===== src/hdl/umcfp_pkg.sv =====
// Package for the UART motor command frame parser: payload structs, status,
// action, mode and command codes, controller types. No dependencies.
`default_nettype none

package umcfp_pkg;

    // Input item: one received byte or an external mode write
    typedef struct packed {
        logic       func;
        logic [7:0] rx_byte;
        logic       chunk_end;
        logic [3:0] mode_write;
    } in_item_t;

    // Result item: one per chunk
    typedef struct packed {
        logic [2:0]         frame_status;
        logic [7:0]         command_code;
        logic [2:0]         action;
        logic [7:0]         arg_first;
        logic [6:0]         arg_second;
        logic [15:0]        repeat_count;
        logic signed [15:0] speed;
        logic [31:0]        increment;
        logic [1:0]         power_command;
        logic [3:0]         mode;
        logic               print_enable;
    } out_item_t;

    // Configuration port
    localparam int CFG_IDX_W  = 2;
    localparam int CFG_DATA_W = 20;
    localparam logic [CFG_IDX_W-1:0] REG_DEVICE_ADDRESS = 2'd0;
    localparam logic [CFG_IDX_W-1:0] REG_TICK_RATE      = 2'd1;
    localparam logic [7:0]  DEVICE_ADDRESS_RESET = 8'd1;
    localparam logic [19:0] TICK_RATE_RESET      = 20'd20000;

    // Frame layout
    localparam int HEAD_DEPTH = 11;
    localparam logic [7:0] SYNC_FIRST  = 8'h55;
    localparam logic [7:0] SYNC_SECOND = 8'hAA;

    // Frame status codes
    localparam logic [2:0] ST_EXECUTED  = 3'd0;
    localparam logic [2:0] ST_TOO_SMALL = 3'd1;
    localparam logic [2:0] ST_BAD_HEAD  = 3'd2;
    localparam logic [2:0] ST_SHORT     = 3'd3;
    localparam logic [2:0] ST_SUM_ERR   = 3'd4;
    localparam logic [2:0] ST_OTHER_ID  = 3'd5;
    localparam logic [2:0] ST_FAULT     = 3'd6;

    // Actions
    localparam logic [2:0] ACT_NONE       = 3'd0;
    localparam logic [2:0] ACT_REPEAT     = 3'd1;
    localparam logic [2:0] ACT_POSITION   = 3'd2;
    localparam logic [2:0] ACT_STOP       = 3'd3;
    localparam logic [2:0] ACT_STEP_PLUS  = 3'd4;
    localparam logic [2:0] ACT_STEP_MINUS = 3'd5;
    localparam logic [2:0] ACT_VELOCITY   = 3'd6;

    // Power commands
    localparam logic [1:0] PWR_KEEP = 2'd0;
    localparam logic [1:0] PWR_ON   = 2'd1;
    localparam logic [1:0] PWR_OFF  = 2'd2;

    // Motor modes
    localparam logic [3:0] MODE_IDLE         = 4'd0;
    localparam logic [3:0] MODE_READY        = 4'd1;
    localparam logic [3:0] MODE_OPEN_REPEAT  = 4'd2;
    localparam logic [3:0] MODE_OPEN_POS     = 4'd3;
    localparam logic [3:0] MODE_OPEN_VEL     = 4'd4;
    localparam logic [3:0] MODE_CLOSED_POS   = 4'd5;
    localparam logic [3:0] MODE_CLOSED_FORCE = 4'd6;
    localparam logic [3:0] MODE_ERROR        = 4'd7;
    localparam logic [3:0] MODE_FAULT_A      = 4'd8;
    localparam logic [3:0] MODE_FAULT_B      = 4'd9;
    localparam logic [3:0] MODE_FAULT_C      = 4'd10;

    // Command codes
    localparam logic [7:0] CMD_REPEAT     = 8'h24;
    localparam logic [7:0] CMD_STOP       = 8'h25;
    localparam logic [7:0] CMD_POSITION   = 8'h27;
    localparam logic [7:0] CMD_STEP_PLUS  = 8'h28;
    localparam logic [7:0] CMD_STEP_MINUS = 8'h29;
    localparam logic [7:0] CMD_VELOCITY   = 8'h31;
    localparam logic [7:0] CMD_CLOSED_POS = 8'h32;
    localparam logic [7:0] CMD_CLOSED_FRC = 8'h33;

    // Phase increment divider: magnitude shifted up by 32, one quotient bit a cycle
    localparam int MAG_W     = 15;
    localparam int DIV_STEPS = MAG_W + 32;
    localparam int DIV_CNT_W = 6;
    localparam logic [MAG_W-1:0] STEP_MAG = 15'd10;

    // Controller
    typedef enum logic [1:0] {
        CS_IDLE,
        CS_EVAL,
        CS_DIV
    } ctrl_state_t;

    typedef struct packed {
        logic take;      // input transfer this cycle
        logic eval;      // judge the finished chunk
        logic div_step;  // one divider iteration
    } dp_cmd_t;

    typedef struct packed {
        logic item_func;
        logic item_last;
        logic need_div;
        logic div_last;
    } dp_stat_t;

endpackage

`default_nettype wire


===== src/hdl/umcfp_ctrl.sv =====
// Controller for the frame parser: state machine and result valid flag.
// Depends on umcfp_pkg.
`default_nettype none

module umcfp_ctrl (
    input  wire logic               aclk,
    input  wire logic               aresetn,
    input  wire logic               s_valid,
    output logic                    s_ready,
    output logic                    m_valid,
    input  wire logic               m_ready,
    input  wire umcfp_pkg::dp_stat_t stat,
    output umcfp_pkg::dp_cmd_t      cmd
);

    umcfp_pkg::ctrl_state_t state_reg, state_next;
    logic m_valid_reg, m_valid_next;

    // State and valid registers
    always_ff @(posedge aclk) begin
        if (!aresetn) begin
            state_reg   <= umcfp_pkg::CS_IDLE;
            m_valid_reg <= 1'b0;
        end else begin
            state_reg   <= state_next;
            m_valid_reg <= m_valid_next;
        end
    end

    // Next state and commands
    always_comb begin
        state_next   = state_reg;
        m_valid_next = m_valid_reg && !m_ready;
        s_ready      = 1'b0;
        cmd          = '0;
        case (state_reg)
            umcfp_pkg::CS_IDLE: begin
                // only a byte that ends a chunk needs the result slot free or emptying
                s_ready  = !m_valid_reg || m_ready || stat.item_func || !stat.item_last;
                cmd.take = s_valid && s_ready;
                if (cmd.take && !stat.item_func && stat.item_last) begin
                    state_next = umcfp_pkg::CS_EVAL;
                end
            end
            umcfp_pkg::CS_EVAL: begin
                cmd.eval = 1'b1;
                if (stat.need_div) begin
                    state_next = umcfp_pkg::CS_DIV;
                end else begin
                    m_valid_next = 1'b1;
                    state_next   = umcfp_pkg::CS_IDLE;
                end
            end
            umcfp_pkg::CS_DIV: begin
                cmd.div_step = 1'b1;
                if (stat.div_last) begin
                    m_valid_next = 1'b1;
                    state_next   = umcfp_pkg::CS_IDLE;
                end
            end
            default: begin
                state_next = umcfp_pkg::CS_IDLE;
            end
        endcase
    end

    assign m_valid = m_valid_reg;

endmodule

`default_nettype wire


===== src/hdl/umcfp_datapath.sv =====
// Datapath for the frame parser: chunk capture, frame checks, command decode,
// serial phase increment divider and result register. Depends on umcfp_pkg.
`default_nettype none

module umcfp_datapath #(
    parameter int CHUNK_BYTES = 256
) (
    input  wire logic                                aclk,
    input  wire logic                                aresetn,
    input  wire logic                                cfg_valid,
    input  wire logic [umcfp_pkg::CFG_IDX_W-1:0]     cfg_index,
    input  wire logic [umcfp_pkg::CFG_DATA_W-1:0]    cfg_data,
    input  wire umcfp_pkg::in_item_t                 s_data,
    input  wire umcfp_pkg::dp_cmd_t                  cmd,
    output umcfp_pkg::dp_stat_t                      stat,
    output umcfp_pkg::out_item_t                     m_data
);

    localparam int POS_W = $clog2(CHUNK_BYTES + 1);
    localparam int CMP_W = (POS_W > 9) ? POS_W : 9;
    localparam int MAG_W = umcfp_pkg::MAG_W;

    // Configuration
    logic [7:0]  dev_addr_reg;
    logic [19:0] tick_rate_reg;

    // Chunk state
    logic [POS_W-1:0] pos_reg, pos_next;
    logic [7:0]       sum_reg, sum_next;
    logic [7:0]       cap_reg, cap_next;
    logic [7:0]       head_reg [umcfp_pkg::HEAD_DEPTH];
    logic [7:0]       head_next[umcfp_pkg::HEAD_DEPTH];
    logic [3:0]       mode_reg, mode_next;
    logic             print_reg, print_next;

    // Divider
    logic [19:0]                       rem_reg;
    logic [MAG_W-1:0]                  mag_reg;
    logic [umcfp_pkg::DIV_CNT_W-1:0]   cnt_reg;
    logic [20:0]                       rem_sh;
    logic                              q_bit;

    // Evaluation results
    logic [2:0]       ev_status, ev_action;
    logic [7:0]       ev_cmd, ev_a1;
    logic [6:0]       ev_a2;
    logic [15:0]      ev_rcnt, ev_spd;
    logic [31:0]      ev_inc;
    logic [1:0]       ev_pwr;
    logic [3:0]       ev_mode;
    logic             ev_print, ev_touch, ev_need_div;
    logic [MAG_W-1:0] ev_mag;
    logic [7:0]       len_now, len;
    logic             wants_inc;

    // Configuration writes
    always_ff @(posedge aclk) begin
        if (!aresetn) begin
            dev_addr_reg  <= umcfp_pkg::DEVICE_ADDRESS_RESET;
            tick_rate_reg <= umcfp_pkg::TICK_RATE_RESET;
        end else if (cfg_valid) begin
            case (cfg_index)
                umcfp_pkg::REG_DEVICE_ADDRESS: dev_addr_reg  <= cfg_data[7:0];
                umcfp_pkg::REG_TICK_RATE:      tick_rate_reg <= cfg_data[19:0];
                default: ;
            endcase
        end
    end

    // Byte capture, running sum and state update
    always_comb begin
        pos_next   = pos_reg;
        sum_next   = sum_reg;
        cap_next   = cap_reg;
        head_next  = head_reg;
        mode_next  = mode_reg;
        print_next = print_reg;
        // length byte is taken as it arrives
        len_now = (pos_reg == POS_W'(2)) ? s_data.rx_byte : head_reg[2];
        if (cmd.take) begin
            if (s_data.func) begin
                mode_next = s_data.mode_write;
            end else if (pos_reg < POS_W'(CHUNK_BYTES)) begin
                for (int i = 0; i < umcfp_pkg::HEAD_DEPTH; i++) begin
                    if (pos_reg == POS_W'(i)) begin
                        head_next[i] = s_data.rx_byte;
                    end
                end
                if (pos_reg >= POS_W'(2)) begin
                    if (CMP_W'(pos_reg) <= CMP_W'(len_now) + CMP_W'(3)) begin
                        sum_next = sum_reg + s_data.rx_byte;
                    end else if (CMP_W'(pos_reg) == CMP_W'(len_now) + CMP_W'(4)) begin
                        cap_next = s_data.rx_byte;
                    end
                end
                pos_next = pos_reg + 1'b1;
            end
        end
        if (cmd.eval) begin
            mode_next  = ev_mode;
            print_next = ev_print;
            pos_next   = '0;
            sum_next   = '0;
            cap_next   = '0;
            for (int i = 0; i < umcfp_pkg::HEAD_DEPTH; i++) begin
                head_next[i] = '0;
            end
        end
    end

    always_ff @(posedge aclk) begin
        if (!aresetn) begin
            pos_reg   <= '0;
            sum_reg   <= '0;
            cap_reg   <= '0;
            mode_reg  <= umcfp_pkg::MODE_IDLE;
            print_reg <= 1'b0;
            for (int i = 0; i < umcfp_pkg::HEAD_DEPTH; i++) begin
                head_reg[i] <= '0;
            end
        end else begin
            pos_reg   <= pos_next;
            sum_reg   <= sum_next;
            cap_reg   <= cap_next;
            mode_reg  <= mode_next;
            print_reg <= print_next;
            head_reg  <= head_next;
        end
    end

    // Frame checks and command decode
    always_comb begin
        len         = head_reg[2];
        ev_status   = umcfp_pkg::ST_EXECUTED;
        ev_cmd      = '0;
        ev_action   = umcfp_pkg::ACT_NONE;
        ev_a1       = '0;
        ev_a2       = '0;
        ev_rcnt     = '0;
        ev_spd      = '0;
        ev_pwr      = umcfp_pkg::PWR_KEEP;
        ev_mode     = mode_reg;
        ev_print    = print_reg;
        ev_touch    = 1'b1;
        ev_mag      = umcfp_pkg::STEP_MAG;
        wants_inc   = 1'b0;
        if (pos_reg < POS_W'(6)) begin
            ev_status = umcfp_pkg::ST_TOO_SMALL;
            ev_touch  = 1'b0;
        end else if (head_reg[0] != umcfp_pkg::SYNC_FIRST ||
                     head_reg[1] != umcfp_pkg::SYNC_SECOND) begin
            ev_status = umcfp_pkg::ST_BAD_HEAD;
        end else if (CMP_W'(pos_reg) < CMP_W'(len) + CMP_W'(5)) begin
            ev_status = umcfp_pkg::ST_SHORT;
        end else if (sum_reg != cap_reg) begin
            ev_status = umcfp_pkg::ST_SUM_ERR;
        end else if (head_reg[3] != dev_addr_reg) begin
            ev_status = umcfp_pkg::ST_OTHER_ID;
            ev_touch  = 1'b0;
        end else if (mode_reg inside {umcfp_pkg::MODE_FAULT_A, umcfp_pkg::MODE_FAULT_B,
                                      umcfp_pkg::MODE_FAULT_C}) begin
            ev_status = umcfp_pkg::ST_FAULT;
            ev_touch  = 1'b0;
        end else begin
            ev_cmd = head_reg[4];
            if (head_reg[4] != umcfp_pkg::CMD_STOP) begin
                ev_pwr  = umcfp_pkg::PWR_ON;
                ev_mode = umcfp_pkg::MODE_READY;
            end
            case (head_reg[4])
                umcfp_pkg::CMD_REPEAT: begin
                    ev_mode   = umcfp_pkg::MODE_OPEN_REPEAT;
                    ev_action = umcfp_pkg::ACT_REPEAT;
                    ev_spd    = {head_reg[9], head_reg[8]};
                    ev_rcnt   = {head_reg[9], head_reg[10]};
                    ev_a1     = head_reg[7];
                    ev_a2     = head_reg[6][7:1];
                end
                umcfp_pkg::CMD_STOP: begin
                    ev_pwr    = umcfp_pkg::PWR_OFF;
                    ev_action = umcfp_pkg::ACT_STOP;
                    if (mode_reg != umcfp_pkg::MODE_ERROR) begin
                        ev_mode = umcfp_pkg::MODE_IDLE;
                    end
                    ev_print  = 1'b0;
                end
                umcfp_pkg::CMD_POSITION: begin
                    ev_mode   = umcfp_pkg::MODE_OPEN_POS;
                    ev_action = umcfp_pkg::ACT_POSITION;
                    ev_spd    = {head_reg[8], head_reg[7]};
                    ev_a1     = head_reg[6];
                end
                umcfp_pkg::CMD_STEP_PLUS: begin
                    ev_mode   = umcfp_pkg::MODE_OPEN_POS;
                    ev_action = umcfp_pkg::ACT_STEP_PLUS;
                    wants_inc = 1'b1;
                end
                umcfp_pkg::CMD_STEP_MINUS: begin
                    ev_mode   = umcfp_pkg::MODE_OPEN_POS;
                    ev_action = umcfp_pkg::ACT_STEP_MINUS;
                    wants_inc = 1'b1;
                end
                umcfp_pkg::CMD_VELOCITY: begin
                    ev_mode   = umcfp_pkg::MODE_OPEN_VEL;
                    ev_action = umcfp_pkg::ACT_VELOCITY;
                    ev_spd    = {head_reg[6], head_reg[5]};
                    ev_mag    = {head_reg[6][6:0], head_reg[5]};
                    // negative speed gives no increment
                    wants_inc = !head_reg[6][7];
                end
                umcfp_pkg::CMD_CLOSED_POS: ev_mode = umcfp_pkg::MODE_CLOSED_POS;
                umcfp_pkg::CMD_CLOSED_FRC: ev_mode = umcfp_pkg::MODE_CLOSED_FORCE;
                default: ;
            endcase
        end
        if (ev_touch && (ev_mode == umcfp_pkg::MODE_OPEN_POS ||
                         ev_mode == umcfp_pkg::MODE_OPEN_REPEAT)) begin
            ev_print = 1'b1;
        end
        // zero tick rate saturates without dividing
        ev_need_div = wants_inc && (tick_rate_reg != 20'd0);
        ev_inc      = (wants_inc && !ev_need_div) ? 32'hFFFF_FFFF : 32'd0;
    end

    // Restoring divider step
    always_comb begin
        rem_sh = {rem_reg, mag_reg[MAG_W-1]};
        q_bit  = (rem_sh >= {1'b0, tick_rate_reg});
    end

    always_ff @(posedge aclk) begin
        if (!aresetn) begin
            cnt_reg <= '0;
        end else if (cmd.eval) begin
            cnt_reg <= '0;
        end else if (cmd.div_step) begin
            cnt_reg <= cnt_reg + 1'b1;
        end
    end

    always_ff @(posedge aclk) begin
        if (cmd.eval) begin
            rem_reg <= '0;
            mag_reg <= ev_mag;
        end else if (cmd.div_step) begin
            rem_reg <= q_bit ? 20'(rem_sh - {1'b0, tick_rate_reg}) : rem_sh[19:0];
            mag_reg <= {mag_reg[MAG_W-2:0], 1'b0};
        end
    end

    // Result register; the increment field doubles as the quotient register
    always_ff @(posedge aclk) begin
        if (cmd.eval) begin
            m_data.frame_status  <= ev_status;
            m_data.command_code  <= ev_cmd;
            m_data.action        <= ev_action;
            m_data.arg_first     <= ev_a1;
            m_data.arg_second    <= ev_a2;
            m_data.repeat_count  <= ev_rcnt;
            m_data.speed         <= ev_spd;
            m_data.increment     <= ev_inc;
            m_data.power_command <= ev_pwr;
            m_data.mode          <= ev_mode;
            m_data.print_enable  <= ev_print;
        end else if (cmd.div_step) begin
            m_data.increment <= {m_data.increment[30:0], q_bit};
        end
    end

    // Status to the controller
    always_comb begin
        stat.item_func = s_data.func;
        stat.item_last = s_data.chunk_end;
        stat.need_div  = ev_need_div;
        stat.div_last  = (cnt_reg == umcfp_pkg::DIV_CNT_W'(umcfp_pkg::DIV_STEPS - 1));
    end

endmodule

`default_nettype wire


===== src/hdl/uart_motor_command_frame_parser.sv =====
// Top level of the UART motor command frame parser: controller and datapath.
// Depends on umcfp_pkg, umcfp_ctrl and umcfp_datapath.
//
// Takes received UART bytes (func 0) grouped in chunks that close on the byte
// flagged chunk_end, and external mode writes (func 1). Each chunk gives one
// result with the frame status, decoded action and the motor mode and print
// flag after the chunk. The byte that closes a chunk is followed by the
// evaluation state; for step plus, step minus and non-negative velocity
// commands with a non-zero tick rate the divider state follows, in which the
// restoring divider forms one quotient bit of the phase increment per cycle.
// s_ready stays low during evaluation and division; a byte closing a chunk
// also waits while an earlier result is held by m_ready low, other transfers
// go on meanwhile. The configuration port is always ready; index 0 is
// device_address and index 1 tick_rate_hz, and writes are meant for an
// idle block.
`default_nettype none

module uart_motor_command_frame_parser #(
    parameter int CHUNK_BYTES = 256
) (
    input  wire logic                             aclk,
    input  wire logic                             aresetn,
    input  wire logic                             cfg_valid,
    output logic                                  cfg_ready,
    input  wire logic [umcfp_pkg::CFG_IDX_W-1:0]  cfg_index,
    input  wire logic [umcfp_pkg::CFG_DATA_W-1:0] cfg_data,
    input  wire logic                             s_valid,
    output logic                                  s_ready,
    input  wire umcfp_pkg::in_item_t              s_data,
    output logic                                  m_valid,
    input  wire logic                             m_ready,
    output umcfp_pkg::out_item_t                  m_data
);

    umcfp_pkg::dp_cmd_t  cmd;
    umcfp_pkg::dp_stat_t stat;

    assign cfg_ready = 1'b1;

    umcfp_ctrl u_ctrl (
        .aclk    (aclk),
        .aresetn (aresetn),
        .s_valid (s_valid),
        .s_ready (s_ready),
        .m_valid (m_valid),
        .m_ready (m_ready),
        .stat    (stat),
        .cmd     (cmd)
    );

    umcfp_datapath #(
        .CHUNK_BYTES (CHUNK_BYTES)
    ) u_datapath (
        .aclk      (aclk),
        .aresetn   (aresetn),
        .cfg_valid (cfg_valid),
        .cfg_index (cfg_index),
        .cfg_data  (cfg_data),
        .s_data    (s_data),
        .cmd       (cmd),
        .stat      (stat),
        .m_data    (m_data)
    );

endmodule

`default_nettype wire


===== config.mk =====
export PLATFORM = sky130hd
export DESIGN_NAME = uart_motor_command_frame_parser
export DESIGN_NICKNAME = d
export VERILOG_FILES = /design/src/hdl/umcfp_pkg.sv /design/src/hdl/umcfp_ctrl.sv /design/src/hdl/umcfp_datapath.sv /design/src/hdl/uart_motor_command_frame_parser.sv
export SDC_FILE = /design/constraint.sdc
export NUM_CORES = 1
export LEC_CHECK = 0
export CELL_PAD_IN_SITES_DETAIL_PLACEMENT = 1
export CELL_PAD_IN_SITES_GLOBAL_PLACEMENT = 1
export CORE_AREA = 2 2 175 177
export DETAILED_ROUTE_END_ITERATION = 10
export DIE_AREA = 0 0 177 179
export DONT_BUFFER_PORTS = 1
export GPL_TIMING_DRIVEN = 0
export HOLD_SLACK_MARGIN = 0.05
export MAX_ROUTING_LAYER = met4
export PLACE_DENSITY = 0.83
export SKIP_CTS_REPAIR_TIMING = 1
export SLEW_MARGIN = 20
export SYNTH_ARGS = -nofsm -noshare
export SYNTH_HDL_FRONTEND = slang
export SYNTH_HIERARCHICAL = 1
export SYNTH_SLANG_ARGS = --single-unit

===== constraint.sdc =====
create_clock -name aclk -period 6.53 [get_ports aclk]
set_clock_uncertainty 0.15 [all_clocks]
set_input_delay 0.3265 -clock aclk [delete_from_list [all_inputs] [get_ports aclk]]
set_output_delay 0.3265 -clock aclk [all_outputs]
set_load 0.1 [all_outputs]

==> results of run 1 <==
-- stage by stage --
stage          setup WS, ns  hold slack, ns
2_1_floorplan          1.64           0.282
3_3_place_gp          0.928           0.288
3_5_place_dp          0.860           0.300
4_1_cts               0.770          -0.209
5_1_grt               0.389          0.0484
6_report              0.768          0.0476
-- cell families after synthesis --
family                     share of synthesized area
and+or+nand+nor                                0.178
AOI/OAI and AO/OA                              0.158
DFF                                            0.481
buffers and inverters                         0.0503
xor gates and xnor gates                      0.0400
adders and majority gates                     0.0512
muxes                                         0.0407
other                                       0.000259
-- worst max-delay path, cell delays in order, from the launching register on --
cell and delay, ns:
dfxtp_1 0.41, or4_4 0.61, nor4_4 0.35, buf_6 0.23
clkbuf_1 0.38, mux2_2 0.28, ha_1 0.30, and3_1 0.22
nand2_1 0.07, mux2i_2 0.34, or3b_2 0.49, ha_1 0.31
nand4_1 0.08, o22ai_1 0.11, a21oi_1 0.11, nor2_1 0.76
a211oi_1 0.16, a31o_2 0.25
-- layout by cell type, fill, tap and decap left out, drive strengths merged, types with 4 or more instances in the layout --
cell type and instances:
a22oi 17, o22ai 5, a31oi 5, o311a 4, buf 23, nand4 15
nand2b 10, and3 10, nor4 15, nand3 87, a21o 12, dfxtp 175
nor3 14, edfxtp 115, dlygate4sd3 32, a22o 20, clkinv 17, diode 4
and2 34, mux2i 55, nor2b 14, a211oi 14, a311oi 10, nor3b 4
a21oi 135, nor2 124, o21a 9, o21ai 72, nand2 181, xnor2 36
inv 85, clkbuf 118, or3 7, xor2 30, ha 56, o211ai 21
o311ai 6
-- worst min-delay path by stage --
stage / slack, ns / depth (start not counted) / from / to
final: 0.05 / 4 / s_data[13] / u_datapath/mode_reg[0]
after global routing: 0.05 / 4 / s_data[13] / u_datapath/mode_reg[0]
after CTS: -0.21 / 2 / cfg_data[15] / u_datapath/tick_rate_reg[15]
after detailed placement: 0.30 / 2 / u_datapath/head_reg[4] / u_datapath/head_reg[4]
after global placement: 0.29 / 2 / u_datapath/head_reg[4] / u_datapath/head_reg[4]
after floorplan: 0.28 / 2 / u_datapath/head_reg[0] / u_datapath/head_reg[0]
-- metal layers --
metal,global-route usage,vias to the layer above,share of wire
li1,-,5667,-
met2,0.478,457,0.49
met5,-,-,0
met4,0.125,0,0.038
met1,0.347,6106,0.40
met3,0.0439,116,0.062
-- power groups by stage --
stage	Sequential, mW	Clock (mW)	Combinational, mW
floorplan	2.16	0	0.171
global placement	2.17	0	0.232
detailed placement	2.17	0	0.248
CTS	2.13	1.90	0.250
global route	2.14	1.96	0.298
finish	2.13	1.87	0.277
-- final cells by class --
| class | count | area [sq um] | share of cell area |
|---|---|---|---|
| diodes | 4 | 10.0 | 0.000609 |
| repair buffers | 34 | 375 | 0.0228 |
| well taps | 396 | 495 | 0.0301 |
| flip-flops and latches | 290 | 6960 | 0.423 |
| inverters | 85 | 319 | 0.0194 |
| clock inverters | 21 | 186 | 0.0113 |
| plain buffers | 99 | 408 | 0.0248 |
| multi-input cells | 1076 | 6790 | 0.413 |
| clock buffers | 40 | 905 | 0.0550 |
==> impl_metrics.env, run 1 <==
export IMPL_worstPathMaxFanout=10
export IMPL_num_fill_cells=3406
export IMPL_synth_top_area_cell="dfxtp_1"
export IMPL_drive_gt1_frac=0.0547
export IMPL_clockBufferDepth=3
export IMPL_vias=12300
export IMPL_hold_viol_final=0
export IMPL_first_pass_iters=5
export IMPL_die_y_microns=179
export IMPL_num_nets_final=1719
export IMPL_dp_hpwl_mm=33.7
export IMPL_worstSkewPairLatency_ns=0.51
export IMPL_fin_util=0.548
export IMPL_ant_nets=0
export IMPL_fin_crit_ns=5.76
export IMPL_syn_avg_cell_area_sq_um=9.33
export IMPL_setup_violations=0
export IMPL_max_slew_margin_rel=0.274
export IMPL_syn_area_sq_um=14500
export IMPL_max_freq_mhz=174
export IMPL_synth_edf_count=115
export IMPL_ys_seq_area_frac=0.481
export IMPL_p_total_mw=4.28
export IMPL_ios=144
export IMPL_syn_to_final_growth_pct=13.8
export IMPL_cp_endpoint="u_datapath/sum_reg[7]"
export IMPL_drt_wirelength_per_cell_microns=23.1
export IMPL_setup_tns_ns=0
export IMPL_grt_pass1_wl_mm=68.8
export IMPL_p_sw_mw=1.15
export IMPL_post_drt_via_cell_ratio=6.04
export IMPL_p_sw_frac=0.269
export IMPL_numCtsBuffers=34
export IMPL_dr_first_iter_drc_count=923
export IMPL_grt_usage=0.287
export IMPL_start_util=0.481
export IMPL_syn_nets=1649
export IMPL_place_inst=1948
export IMPL_cp_start_kind="flip-flop"
export IMPL_status="complete, no violations"
export IMPL_pwr_share_clk=0.437
export IMPL_grt_max_degree=58
export IMPL_tritoncts="done"
export IMPL_synth_seq_cells=290
export IMPL_clock_sinks=290
export IMPL_htree_levels=2
export IMPL_p_per_area_nw_per_um2=260
export IMPL_dieArea_sq_um=31700
export IMPL_r2r_start="u_datapath/pos_reg[4]"
export IMPL_peakVddDrop_v=0.000157
export IMPL_die_width_microns=177
export IMPL_synthDominantCellAreaShare=0.242
export IMPL_maxSlewViolCount=0
export IMPL_critical_path_required_ns=6.78
export IMPL_rsz0062_at_grt="no"
export IMPL_grt_pass1_vias=12400
export IMPL_cap_viol_max_count=0
export IMPL_dpl_cell_area_sq_um=15000
export IMPL_critical_path_class="flip-flop to flip-flop"
export IMPL_grt_antenna_before_repair=4
export IMPL_core_area_sq_um=30000
export IMPL_ff2ff_path_depth=17
export IMPL_endpoint_kind="flip-flop"
export IMPL_fin_crit_sh=0.882
export IMPL_tightest_slew_ns=1.09
export IMPL_hold_class="primary input to flip-flop"
export IMPL_globalplace_congestion=0.921
export IMPL_largest_reg_flops=100
export IMPL_ys_flop_type="dfxtp_1"
export IMPL_async_flop_share=0
export IMPL_yosysWarnings=6
export IMPL_design_area_sq_um=16400
export IMPL_synth_area_leaders="dfxtp_1 (24%), edfxtp_1 (24%), ha_1 (4.8%)"
export IMPL_placementRows=64
export IMPL_p_leak_nw=5.85
export IMPL_seqPwrFrac=0.499
export IMPL_finalWirelength_mm=47.3
export IMPL_globalRouteOverflowTotal=0
export IMPL_crit_arrival_ns=6.01
export IMPL_path_clk_slew_ns=0.06
export IMPL_syn_inst=1550
export IMPL_port_buffers=0
export IMPL_rr_endpoint="u_datapath/sum_reg[7]"
export IMPL_drc=0
export IMPL_synth_most_common_cell="nand2_1"
export IMPL_fin_cells=2045
export IMPL_synth_cell_types=78
export IMPL_clock_root_buffer="clkbuf_16"
export IMPL_synth_common_cells="nand2_1 (181), dfxtp_1 (175), a21oi_1 (135)"
export IMPL_r2r_slack_ns=0.77
export IMPL_p_int_mw=3.13
export IMPL_share_comb_of_total_power=0.065
export IMPL_startpoint="u_datapath/pos_reg[4]"
Note: power is estimated with default switching activity, not from simulation.
==> run 2, diff against run 1 <==
--- a/config.mk
+++ b/config.mk
@@ -5,6 +5,7 @@
 export SDC_FILE = /design/constraint.sdc
 export NUM_CORES = 1
 export LEC_CHECK = 0
+export CAP_MARGIN = 5
 export CELL_PAD_IN_SITES_DETAIL_PLACEMENT = 1
 export CELL_PAD_IN_SITES_GLOBAL_PLACEMENT = 1
 export CORE_AREA = 2 2 175 177
@@ -14,10 +15,9 @@
 export GPL_TIMING_DRIVEN = 0
 export HOLD_SLACK_MARGIN = 0.05
 export MAX_ROUTING_LAYER = met4
-export PLACE_DENSITY = 0.83
+export PLACE_DENSITY = 0.82
 export SKIP_CTS_REPAIR_TIMING = 1
 export SLEW_MARGIN = 20
 export SYNTH_ARGS = -nofsm -noshare
 export SYNTH_HDL_FRONTEND = slang
-export SYNTH_HIERARCHICAL = 1
 export SYNTH_SLANG_ARGS = --single-unit
==> run 2 against run 1 <==
Via count fell by 1.4%. Global-route usage rose by 0.65 points. Synthesized area decreased by 0.71%. Total power rose by 1.5%. Synthesized cell count decreased by 0.26%. Sequential power about the same. Maximum frequency increased by 6.9%. Non-clock buffer count decreased by 7. Final cell count fell by 0.54%. Final area shrank 0.21%. Combinational power shrank 5%. Critical endpoint is now u_datapath.sum_reg[7]. Largest power group unchanged.
==> impl_metrics.env, run 2 <==
export IMPL_status="complete, no violations"
export IMPL_p_leak_nw=5.89
export IMPL_core_area_sq_um=30000
export IMPL_grt_antenna_before_repair=1
export IMPL_drt_wirelength_per_cell_microns=23.1
export IMPL_max_slew_margin_rel=0.233
export IMPL_place_inst=1944
export IMPL_synth_area_leaders="dfxtp_1 (24%), edfxtp_1 (24%), nand2_1 (6.1%)"
export IMPL_synth_top_family_by_area="simple AND/OR/NAND/NOR gates"
export IMPL_synth_common_cells="nand2_1 (232), dfxtp_1 (175), a21oi_1 (122)"
export IMPL_globalRouteOverflowTotal=0
export IMPL_ios=144
export IMPL_grt_usage=0.294
export IMPL_setup_tns_ns=0
export IMPL_dp_hpwl_mm=32.8
export IMPL_drc=0
export IMPL_first_pass_iters=8
export IMPL_maxSlewViolCount=0
export IMPL_path_cells="clkbuf_1 > nor3_1 > nand3_1 > buf_2 > clkbuf_1 > mux2i_1 > inv_1 > ha_1 > inv_1 > nor2_1 > nand2_1 > xnor2_1 > ha_1 > nor4_1 > a211o_1 > a21oi_1 > or3b_2 > or3_1 > a21oi_1"
export IMPL_grt_pass1_wl_mm=70.6
export IMPL_cap_viol_max_count=0
export IMPL_finalWirelength_mm=47.1
export IMPL_fin_crit_sh=0.825
export IMPL_worst_path_max_delay_cell="or3b_2"
export IMPL_syn_to_final_growth_pct=14.3
export IMPL_cp_start_kind="flip-flop"
export IMPL_layout_common_cells="nand2_1 (232), dfxtp_1 (175), a21oi_1 (122)"
export IMPL_peakVddDrop_v=0.000221
export IMPL_synth_seq_cells=290
export IMPL_num_nets_final=1712
export IMPL_p_per_area_nw_per_um2=265
export IMPL_worstPathMaxFanout=10
export IMPL_port_buffers=0
export IMPL_die_width_microns=177
export IMPL_synth_simple_area_share=0.183
export IMPL_syn_inst=1546
export IMPL_largest_reg_flops=100
export IMPL_synthDominantCellAreaShare=0.244
export IMPL_syn_nets=1645
export IMPL_synth_top_area_cell="dfxtp_1"
export IMPL_grt_pass1_vias=12600
export IMPL_synth_xor_area_share=0.0366
export IMPL_rsz0062_at_grt="no"
export IMPL_hold_class="primary input to flip-flop"
export IMPL_grt_max_degree=55
export IMPL_critical_path_class="flip-flop to flip-flop"
export IMPL_fin_cells=2034
export IMPL_p_total_mw=4.35
export IMPL_start_util=0.478
export IMPL_tightest_slew_ns=1.14
export IMPL_cp_num_buf_inv=5
export IMPL_worstSkewPairLatency_ns=0.58
export IMPL_fin_crit_ns=5.39
export IMPL_async_flop_share=0
export IMPL_clock_sinks=290
export IMPL_syn_avg_cell_area_sq_um=9.28
export IMPL_ff2ff_path_depth=19
export IMPL_ant_nets=0
export IMPL_dr_first_iter_drc_count=836
export IMPL_clockBufferDepth=3
export IMPL_synth_fa_ha_area_frac=0.0516
export IMPL_numCtsBuffers=31
export IMPL_syn_area_sq_um=14400
export IMPL_hold_ws_ns=0.0400
export IMPL_timing_critical_path_depth=19
export IMPL_setup_violations=0
export IMPL_synth_cell_types=74
export IMPL_crit_arrival_ns=5.73
export IMPL_placementRows=64
export IMPL_synth_most_common_cell="nand2_1"
export IMPL_clock_root_buffer="clkbuf_16"
export IMPL_worst_hold_path_num_cells=4
export IMPL_endpoint_kind="flip-flop"
export IMPL_ys_seq_area_frac=0.485
export IMPL_drive_gt1_frac=0.0574
export IMPL_hold_viol_final=0
export IMPL_dieArea_sq_um=31700
export IMPL_max_freq_mhz=186
export IMPL_setup_ws_ns=1.14
export IMPL_synth_compound_area_share=0.154
export IMPL_synthMuxAreaShare=0.0409
export IMPL_globalplace_congestion=0.909
export IMPL_tritoncts="done"
export IMPL_htree_levels=1
export IMPL_yosysWarnings=0
export IMPL_post_drt_via_cell_ratio=5.99
export IMPL_cpLargestDelayFamily="simple AND/OR/NAND/NOR gates"
export IMPL_ys_flop_type="dfxtp_1"
export IMPL_critical_path_required_ns=6.87
export IMPL_path_clk_slew_ns=0.06
export IMPL_vias=12200
export IMPL_max_stage_delay_ns=0.55
export IMPL_place_ws_ns=1.40
export IMPL_final_common_cell="nand2_1"
export IMPL_die_y_microns=179
export IMPL_synth_edf_count=115
run 2: through the flow:
stage                      util  instance area, sq um
final                     0.547                 16400
after CTS                 0.536                 16100
after global routing      0.547                 16400
after detailed placement  0.497                 14900
after floorplan               -                 14400
after global placement    0.494                 14800
run 2: routing by layer:
| layer | GRT usage | share of wire | vias to the layer above |
|---|---|---|---|
| met5 | - | 0 | - |
| met4 | 0.116 | 0.039 | 0 |
| met3 | 0.0528 | 0.058 | 128 |
| met2 | 0.517 | 0.51 | 427 |
| met1 | 0.331 | 0.40 | 6040 |
| li1 | - | - | 5584 |
run 2: layout make-up:
cell class,instances,area (sq um)
Fill cell,3466,13600
Sequential cell,290,6960
Multi-Input combinational cell,1079,6750
Clock buffer,42,921
Tap cell,396,495
Buffer,92,374
Timing Repair Buffer,34,368
Inverter,85,319
Clock inverter,15,224
Antenna cell,1,2.50
run 2: logic make-up (layout without fill, tap and decap cells):
| logic type | Yosys count | after routing |
|---|---|---|
| buffers and inverters | 177 | 268 |
| AND/OR/NAND/NOR | 559 | 559 |
| XOR/XNOR | 60 | 60 |
| other | 1 | 2 |
| flip-flops | 290 | 290 |
| AO/OA/AOI/OAI | 343 | 343 |
| adder cells (fa/ha/maj) | 58 | 58 |
| multiplexers | 58 | 58 |
run 2: worst paths after layout:
check / slack [ns] / start / to
max: 1.14 / u_datapath.pos_reg[2] / u_datapath.sum_reg[7]
max reg2reg: 1.14 / u_datapath.pos_reg[2] / u_datapath.sum_reg[7]
min: 0.04 / s_data[8] / u_datapath.sum_reg[3]
min reg2reg: 0.30 / u_datapath.head_reg[77] / u_datapath.head_reg[77]
run 2: power breakdown:
part | internal, mW | switching [mW]
Sequential | 1.93 | 0.207
Clock | 1.19 | 0.762
Combinational | 0.0892 | 0.173
run 2: worst reg2reg max path: cells and delay by family, from the launching register on:
kind	cells	cell delay (ns)
adder cells (fa/ha/maj)	2	0.48
multiplexers	1	0.19
XOR/XNOR	1	0.14
flip-flops	1	0.47
buffers and inverters	5	1.43
AO/OA/AOI/OAI	3	0.52
AND/OR/NAND/NOR	7	1.95
